**config.mk**
```make
export PLATFORM = sky130hd
export DESIGN_NAME = dual_ultrasonic_ranger_sequencer
export DESIGN_NICKNAME = d
export VERILOG_FILES = /design/src/durs_pkg.sv /design/src/durs_step.sv /design/src/dual_ultrasonic_ranger_sequencer.sv
export SDC_FILE = /design/constraint.sdc
export NUM_CORES = 1
export LEC_CHECK = 0
export BUFFER_PORTS_ARGS = -buffer_cell sky130_fd_sc_hd__buf_2
export CAP_MARGIN = 20
export CORE_MARGIN = 2
export CORE_UTILIZATION = 45
export DETAILED_ROUTE_END_ITERATION = 8
export MAX_ROUTING_LAYER = met4
export SLEW_MARGIN = 40
export SYNTH_ARGS = -nofsm -noshare
export SYNTH_HDL_FRONTEND = slang
export SYNTH_SLANG_ARGS = --single-unit
```
**constraint.sdc**
```tcl
create_clock -name clk -period 7.7 [get_ports clk]
set_clock_uncertainty 0.1 [all_clocks]
set_input_delay 0.77 -clock clk [delete_from_list [all_inputs] [get_ports clk]]
set_output_delay 0.77 -clock clk [all_outputs]
set_load 0.1 [all_outputs]
```
**src/durs_pkg.sv**
```systemverilog
`timescale 1ns / 1ps
`default_nettype none

package durs_pkg;

  // Width of the timing counter: ticks_per_us (8 bits) times microseconds (16 bits).
  localparam int CNT_W   = 24;
  localparam int RD_W    = 32;
  localparam int CFG_IDX_W = 8;
  localparam int CFG_DAT_W = 16;

  // Sequencer phase codes.
  localparam logic [2:0] PH_IDLE        = 3'd0;
  localparam logic [2:0] PH_PULSE       = 3'd1;
  localparam logic [2:0] PH_WAIT        = 3'd2;
  localparam logic [2:0] PH_TIMING      = 3'd3;
  localparam logic [2:0] PH_SETTLE      = 3'd4;
  localparam logic [2:0] PH_SETTLE_FIRE = 3'd5;

  // Configuration register indexes.
  localparam logic [CFG_IDX_W-1:0] REG_TICKS_PER_US = 8'd0;
  localparam logic [CFG_IDX_W-1:0] REG_PULSE_US     = 8'd1;
  localparam logic [CFG_IDX_W-1:0] REG_TIMEOUT_US   = 8'd2;
  localparam logic [CFG_IDX_W-1:0] REG_SETTLE_US    = 8'd3;

  // Configuration reset values.
  localparam logic [7:0]  TICKS_PER_US_RST = 8'd50;
  localparam logic [7:0]  PULSE_US_RST     = 8'd8;
  localparam logic [15:0] TIMEOUT_US_RST   = 16'd36000;
  localparam logic [15:0] SETTLE_US_RST    = 16'd10000;

  localparam logic [RD_W-1:0] RD_TIMEOUT = {RD_W{1'b1}};

  typedef struct packed {
    logic start_request;
    logic echo_first;
    logic echo_second;
  } durs_in_t;

  typedef struct packed {
    logic            trigger_first;
    logic            trigger_second;
    logic            busy_res;
    logic            pair_valid;
    logic [RD_W-1:0] reading_first;
    logic [RD_W-1:0] reading_second;
  } durs_out_t;

  typedef struct packed {
    logic [7:0]  ticks_per_us;
    logic [7:0]  pulse_us;
    logic [15:0] timeout_us;
    logic [15:0] settle_us;
  } durs_cfg_t;

  typedef struct packed {
    logic [2:0]       phase;
    logic             sel;
    logic [CNT_W-1:0] cnt;
    logic             run;
    logic [1:0]       prev_echo;
    logic [1:0]       trig;
    logic [RD_W-1:0]  rd0;
    logic [RD_W-1:0]  rd1;
  } durs_state_t;

endpackage

`default_nettype wire

```
**src/durs_step.sv**
```systemverilog
`timescale 1ns / 1ps
`default_nettype none

module durs_step
  import durs_pkg::*;
(
  input  wire durs_cfg_t   cfg,
  input  wire durs_state_t st,
  input  wire durs_in_t    item,
  output durs_state_t      st_nxt,
  output durs_out_t        res
);

  logic [CNT_W-1:0] pulse_ld;
  logic [CNT_W-1:0] timeout_ld;
  logic [CNT_W-1:0] settle_ld;

  // Counter loads in clock ticks.
  assign pulse_ld   = {16'd0, cfg.ticks_per_us} * {16'd0, cfg.pulse_us};
  assign timeout_ld = {16'd0, cfg.ticks_per_us} * {8'd0, cfg.timeout_us};
  assign settle_ld  = {16'd0, cfg.ticks_per_us} * {8'd0, cfg.settle_us};

  // One tick: counter, echo edge, expiry, then start request.
  always_comb begin
    logic [1:0] echo;
    logic       expire;
    logic       pair;
    logic       level;

    st_nxt = st;
    echo   = {item.echo_second, item.echo_first};
    expire = 1'b0;
    pair   = 1'b0;
    level  = st.sel ? echo[1] : echo[0];

    // The one-shot counter expires on its last tick.
    if (st.run) begin
      if (st.cnt <= CNT_W'(1)) begin
        st_nxt.cnt = '0;
        st_nxt.run = 1'b0;
        expire     = 1'b1;
      end else begin
        st_nxt.cnt = st.cnt - CNT_W'(1);
      end
    end

    // An edge on either echo pin; its load cancels a pending expiry.
    if (echo != st.prev_echo) begin
      if (level) begin
        st_nxt.phase = PH_TIMING;
        st_nxt.cnt   = timeout_ld;
      end else begin
        if (st.sel) begin
          st_nxt.rd1 = {{(RD_W-CNT_W){1'b0}}, st_nxt.cnt};
        end else begin
          st_nxt.rd0 = {{(RD_W-CNT_W){1'b0}}, st_nxt.cnt};
        end
        st_nxt.sel = ~st.sel;
        if (st.sel) begin
          st_nxt.phase = PH_SETTLE;
          pair         = 1'b1;
        end else begin
          st_nxt.phase = PH_SETTLE_FIRE;
        end
        st_nxt.cnt = settle_ld;
      end
      st_nxt.run = 1'b1;
      expire     = 1'b0;
    end
    st_nxt.prev_echo = echo;

    // Counter expiry, by phase.
    if (expire) begin
      case (st_nxt.phase)
        PH_PULSE: begin
          st_nxt.phase = PH_WAIT;
          st_nxt.trig  = 2'b00;
          st_nxt.cnt   = timeout_ld;
          st_nxt.run   = 1'b1;
        end
        PH_SETTLE: begin
          st_nxt.phase = PH_IDLE;
        end
        PH_SETTLE_FIRE: begin
          st_nxt.phase = PH_PULSE;
          st_nxt.trig  = st_nxt.sel ? 2'b10 : 2'b01;
          st_nxt.cnt   = pulse_ld;
          st_nxt.run   = 1'b1;
        end
        default: begin
          // No echo or an overlong echo: mark the reading as timed out.
          if (st_nxt.sel) begin
            st_nxt.rd1 = RD_TIMEOUT;
          end else begin
            st_nxt.rd0 = RD_TIMEOUT;
          end
          st_nxt.phase = PH_IDLE;
          if (st_nxt.sel) begin
            pair       = 1'b1;
            st_nxt.sel = 1'b0;
          end else begin
            st_nxt.sel   = 1'b1;
            st_nxt.phase = PH_PULSE;
            st_nxt.trig  = 2'b10;
            st_nxt.cnt   = pulse_ld;
            st_nxt.run   = 1'b1;
          end
        end
      endcase
    end

    // Start request is taken only when idle or settling.
    if (item.start_request) begin
      if (st_nxt.phase == PH_IDLE) begin
        st_nxt.phase = PH_PULSE;
        st_nxt.trig  = st_nxt.sel ? 2'b10 : 2'b01;
        st_nxt.cnt   = pulse_ld;
        st_nxt.run   = 1'b1;
      end else if (st_nxt.phase == PH_SETTLE) begin
        st_nxt.phase = PH_SETTLE_FIRE;
      end
    end

    res.trigger_first  = st_nxt.trig[0];
    res.trigger_second = st_nxt.trig[1];
    res.busy_res       = (st_nxt.phase != PH_IDLE) && (st_nxt.phase != PH_SETTLE);
    res.pair_valid     = pair;
    res.reading_first  = st_nxt.rd0;
    res.reading_second = st_nxt.rd1;
  end

endmodule

`default_nettype wire

```
**src/dual_ultrasonic_ranger_sequencer.sv**
```systemverilog
`timescale 1ns / 1ps
`default_nettype none
// The result item for an input item is registered and is offered in the cycle after it is accepted.
// Throughput: one input item per cycle; the sequencer state advances in one pass per item.
// A waiting result does not block the next item unless the output side stalls.
// Reset (synchronous, active low) sets the phase to idle, clears counter, readings and
// triggers, and restores the configuration registers to their defaults.

module dual_ultrasonic_ranger_sequencer
  import durs_pkg::*;
(
  input  wire                  clk,
  input  wire                  rst_n,
  input  wire                  in_valid,
  output logic                 in_ready,
  input  wire durs_in_t        in_data,
  output logic                 out_valid,
  input  wire                  out_ready,
  output durs_out_t            out_data,
  input  wire                  cfg_valid,
  output logic                 cfg_ready,
  input  wire [CFG_IDX_W-1:0]  cfg_index,
  input  wire [CFG_DAT_W-1:0]  cfg_data
);

  durs_cfg_t   cfg_r;
  durs_state_t st_r;
  durs_state_t st_nxt;
  durs_out_t   res_nxt;
  durs_out_t   out_data_r;
  logic        out_valid_r;
  logic        in_fire;

  assign cfg_ready = 1'b1;
  assign in_ready  = !out_valid_r || out_ready;
  assign in_fire   = in_valid && in_ready;
  assign out_valid = out_valid_r;
  assign out_data  = out_data_r;

  // Configuration registers.
  always_ff @(posedge clk) begin
    if (!rst_n) begin
      cfg_r.ticks_per_us <= TICKS_PER_US_RST;
      cfg_r.pulse_us     <= PULSE_US_RST;
      cfg_r.timeout_us   <= TIMEOUT_US_RST;
      cfg_r.settle_us    <= SETTLE_US_RST;
    end else if (cfg_valid) begin
      case (cfg_index)
        REG_TICKS_PER_US: cfg_r.ticks_per_us <= cfg_data[7:0];
        REG_PULSE_US:     cfg_r.pulse_us     <= cfg_data[7:0];
        REG_TIMEOUT_US:   cfg_r.timeout_us   <= cfg_data;
        REG_SETTLE_US:    cfg_r.settle_us    <= cfg_data;
        default: begin
        end
      endcase
    end
  end

  durs_step u_step (
    .cfg    (cfg_r),
    .st     (st_r),
    .item   (in_data),
    .st_nxt (st_nxt),
    .res    (res_nxt)
  );

  // Sequencer state advances once per accepted item.
  always_ff @(posedge clk) begin
    if (!rst_n) begin
      st_r <= '0;
    end else if (in_fire) begin
      st_r <= st_nxt;
    end
  end

  // Result register.
  always_ff @(posedge clk) begin
    if (!rst_n) begin
      out_valid_r <= 1'b0;
    end else if (in_fire) begin
      out_valid_r <= 1'b1;
    end else if (out_ready) begin
      out_valid_r <= 1'b0;
    end
  end

  always_ff @(posedge clk) begin
    if (in_fire) begin
      out_data_r <= res_nxt;
    end
  end

`ifndef ASSERT_OFF
  // At most one trigger is driven at a time.
  a_trig_onehot: assert property (@(posedge clk) disable iff (!rst_n)
    $onehot0(st_r.trig))
    else $error("both triggers driven");

  // A stopped counter always holds zero.
  a_stopped_zero: assert property (@(posedge clk) disable iff (!rst_n)
    !st_r.run |-> (st_r.cnt == '0))
    else $error("stopped counter not zero");

  // A completed pair leaves the first sensor selected.
  a_pair_sel: assert property (@(posedge clk) disable iff (!rst_n)
    (in_fire && res_nxt.pair_valid) |=> (st_r.sel == 1'b0))
    else $error("pair completed without returning to first sensor");

  // A stalled result item holds its payload.
  a_out_hold: assert property (@(posedge clk) disable iff (!rst_n)
    (out_valid_r && !out_ready) |=> (out_valid_r && $stable(out_data_r)))
    else $error("stalled result item changed");
`endif

endmodule

`default_nettype wire

```
==> results.sh <==
export IMPL_initial_core_util_pct=45.56
export IMPL_num_io_pins=103
export IMPL_pwr_share_comb_pct=21.7
export IMPL_drive_gt1_share_pct=8.197
export IMPL_grt_antenna_before_repair=0
export IMPL_drt_iter0_drc=1242
export IMPL_whs_ns=0.3558
export IMPL_fin_nets=2725
export IMPL_cts_max_path_buffers=3
export IMPL_hold_viol=0
export IMPL_cp_max_fo=27
export IMPL_post_cts_buffers=0
export IMPL_grt_usage_pct=24.59
export IMPL_yosysUniqueCellTypes=85
export IMPL_die_h_microns=215.6
export IMPL_synth_seq_cells=214
export IMPL_area_delta_synth_final_pct=8.433
export IMPL_globalplace_congestion=0.9262
export IMPL_portBuffers=101
export IMPL_die_area_sq_um=46480
export IMPL_dp_hpwl_microns=41250
export IMPL_cts_htree_levels=1
export IMPL_crit_path_start_kind="flop"
export IMPL_min_path_type="primary input to flop"
export IMPL_max_freq_mhz=166.5
export IMPL_vias_per_cell=5.552
export IMPL_synthesis_area_sq_um=20150
export IMPL_maxSlewViolCount=0
export IMPL_cts_tree="yes"
export IMPL_synth_nets=2701
export IMPL_clock_sinks=214
export IMPL_seq_area_frac_synth_pct=24.64
export IMPL_worst_endpoint_arrival_ns=6.38
export IMPL_tightestPinTransition_ns=0.8425
export IMPL_grt_pass1_vias=16307
export IMPL_worstSetupPathType="flop to flop"
export IMPL_status="finished clean"
export IMPL_wl_per_cell_microns=18.48
export IMPL_path_clk_slew_ns=0.06
export IMPL_cts_inserted_buffers=24
export IMPL_fin_crit_sh_pct=77.99
export IMPL_drtPass1Iterations=5
export IMPL_async_flop_share_pct=0
export IMPL_rows=77
export IMPL_pwr_share_clk_pct=35.8
export IMPL_dieWidth_microns=215.6
export IMPL_worstSetupEndpointType="flop"
export IMPL_overflow=0
export IMPL_synth_edf_count=68
export IMPL_grt_pass1_wl_microns=89300
export IMPL_grt_max_degree=86
export IMPL_worstPathRequired_ns=8.08
export IMPL_yosys_warnings=0
export IMPL_root_buffer="clkbuf_16"
export IMPL_fillers=4192
export IMPL_power_leakage_nw=9.987
export IMPL_layout_common_cells="315 x nand2_1, 257 x inv_1, 254 x and2_1, 204 x fa_1, 146 x nor2_1"
export IMPL_num_antenna_cells=0
export IMPL_final_area_sq_um=21850
export IMPL_drt_antenna_violating_nets=0
export IMPL_ir_drop_mv=0.1586
export IMPL_power_frac_seq_pct=42.5
export IMPL_synth_cells=2339
export IMPL_cap_viol_max_count=0
export IMPL_synth_ff_type="dfxtp_1"
export IMPL_cts_resized=0
export IMPL_post_route_min_period_ns=6.005
export IMPL_swShare_pct=34.11
export IMPL_p_sw_mw=1.024
export IMPL_tns_ns=0
export IMPL_power_density_nw_per_um2=137.4
export IMPL_rsz0062_at_grt="no"
export IMPL_syn_avg_cell_area_sq_um=8.614
export IMPL_ctsHoldBuffers=0
export IMPL_dpl_cell_area_sq_um=21100
export IMPL_setup_viol=0
export IMPL_drt_total_wl_microns=54890
export IMPL_vias=16494
export IMPL_internal_power_mw=1.977
export IMPL_final_common_cell="nand2_1"
export IMPL_drc=0
export IMPL_slew_headroom_pct=43.36
export IMPL_core_sq_um=44220
export IMPL_clk_insertion_delay_late_ns=0.56
-- sequential cells by signal, summed over array words and instances, names as in the netlist --
name       cells
cfg_r         48
st_r          97
out_data      68
out_valid      1
-- power by group through the flow --
stage | logic, mW | registers (mW) | clock network [mW]
CTS | 0.645 | 1.27 | 1.10
detailed placement | 0.644 | 1.30 | 0
global route | 0.693 | 1.28 | 1.13
floorplan | 0.295 | 1.49 | 0
global placement | 0.639 | 1.30 | 0
finish | 0.651 | 1.28 | 1.08
-- layout make-up --
| type | count | area, sq um | share of cell area (%) |
|---|---|---|---|
| clock buffer | 32 | 650.6 | 2.978 |
| timing repair buffer | 121 | 663.1 | 3.035 |
| clock inverter | 10 | 67.56 | 0.3093 |
| sequential | 214 | 4970 | 22.75 |
| inverter | 259 | 978.4 | 4.479 |
| multi-input combinational | 1743 | 13780 | 63.06 |
| tap | 592 | 740.7 | 3.390 |
-- worst max-delay path: stages, from the launching register on --
cell and delay [ns]:
dfxtp_1 0.67, buf_4 0.41, and2_1 0.20, fa_1 0.44, fa_1 0.51, fa_1 0.49, inv_1 0.05, fa_1 0.47
inv_1 0.04, ha_1 0.34, a2111oi_0 0.39, o21ai_0 0.25, a21oi_1 0.21, o21ai_0 0.19, a31oi_1 0.31, o21ai_0 0.16
or4_1 0.49, a211oi_1 0.20
-- cells by family (layout without fill, tap and decap cells) --
logic type	count (synthesis)	in the layout	share of synthesized area, %
AOI/OAI and AO/OA	425	425	14.12
xor gates and xnor gates	54	54	2.347
adders and majority gates	330	330	28.09
buffers and inverters	382	422	7.222
DFF	214	214	24.64
muxes	24	24	1.192
other	1	1	0.01861
and+or+nand+nor	909	909	22.37
-- metal layers --
metal | global-route usage, % | vias to the layer above | wire length (microns)
met5 | - | - | 0
met4 | 7.471 | 0 | 1878
met3 | 3.214 | 100 | 2878
met2 | 39.40 | 470 | 25290
met1 | 32.56 | 8066 | 24840
li1 | - | 7858 | -
-- stage by stage --
step / total power, mW / instances / worst slack, ns / util [%]
after floorplan: 1.785 / 2339 / 2.634 / -
after global placement: 1.935 / 2929 / 1.919 / 47.67
after detailed placement: 1.943 / 2929 / 1.808 / 47.71
after CTS: 3.021 / 2971 / 1.799 / 49.34
after global routing: 3.109 / 2971 / 1.355 / 49.40
final: 3.001 / 2971 / 1.695 / 49.40
-- worst paths after layout --
check	from	endpoint	depth (start not counted)	slack, ns
setup / recovery	cfg_r[44]	st_r[92]	17	1.69
hold / removal	cfg_data[9]	cfg_r[9]	3	0.36
setup reg to reg	cfg_r[44]	st_r[92]	17	1.69
hold reg to reg	st_r[51]	st_r[51]	2	0.36
-- cells in the mapped netlist (7+ instances only) --
master / number / area (sq um)
nor4_1: 8 / 50.05
xnor2_1: 37 / 324.1
a21oi_1: 107 / 535.5
o211ai_1: 31 / 232.7
a22oi_1: 10 / 75.07
o31ai_1: 10 / 75.07
nand2_1: 317 / 1190
a311oi_1: 23 / 201.4
and3_1: 13 / 81.33
o221ai_1: 7 / 61.31
inv_1: 258 / 968.4
mux2i_1: 24 / 240.2
clkbuf_1: 102 / 382.9
xor2_1: 17 / 148.9
fa_1: 204 / 4084
or3_1: 12 / 75.07
nor3_1: 49 / 245.2
o21ai_0: 87 / 435.4
nor2b_1: 15 / 93.84
nor2_1: 147 / 551.8
o22ai_1: 9 / 56.30
a211oi_1: 17 / 127.6
buf_2: 8 / 40.04
nand3_1: 40 / 200.2
a221oi_1: 16 / 140.1
a31oi_1: 9 / 56.30
buf_1: 8 / 30.03
a21o_1: 22 / 165.2
edfxtp_1: 68 / 2042
and2_1: 254 / 1589
nand2b_1: 14 / 87.58
dfxtp_1: 146 / 2923
ha_1: 126 / 1577
Note: power is estimated with default switching activity, not from simulation.
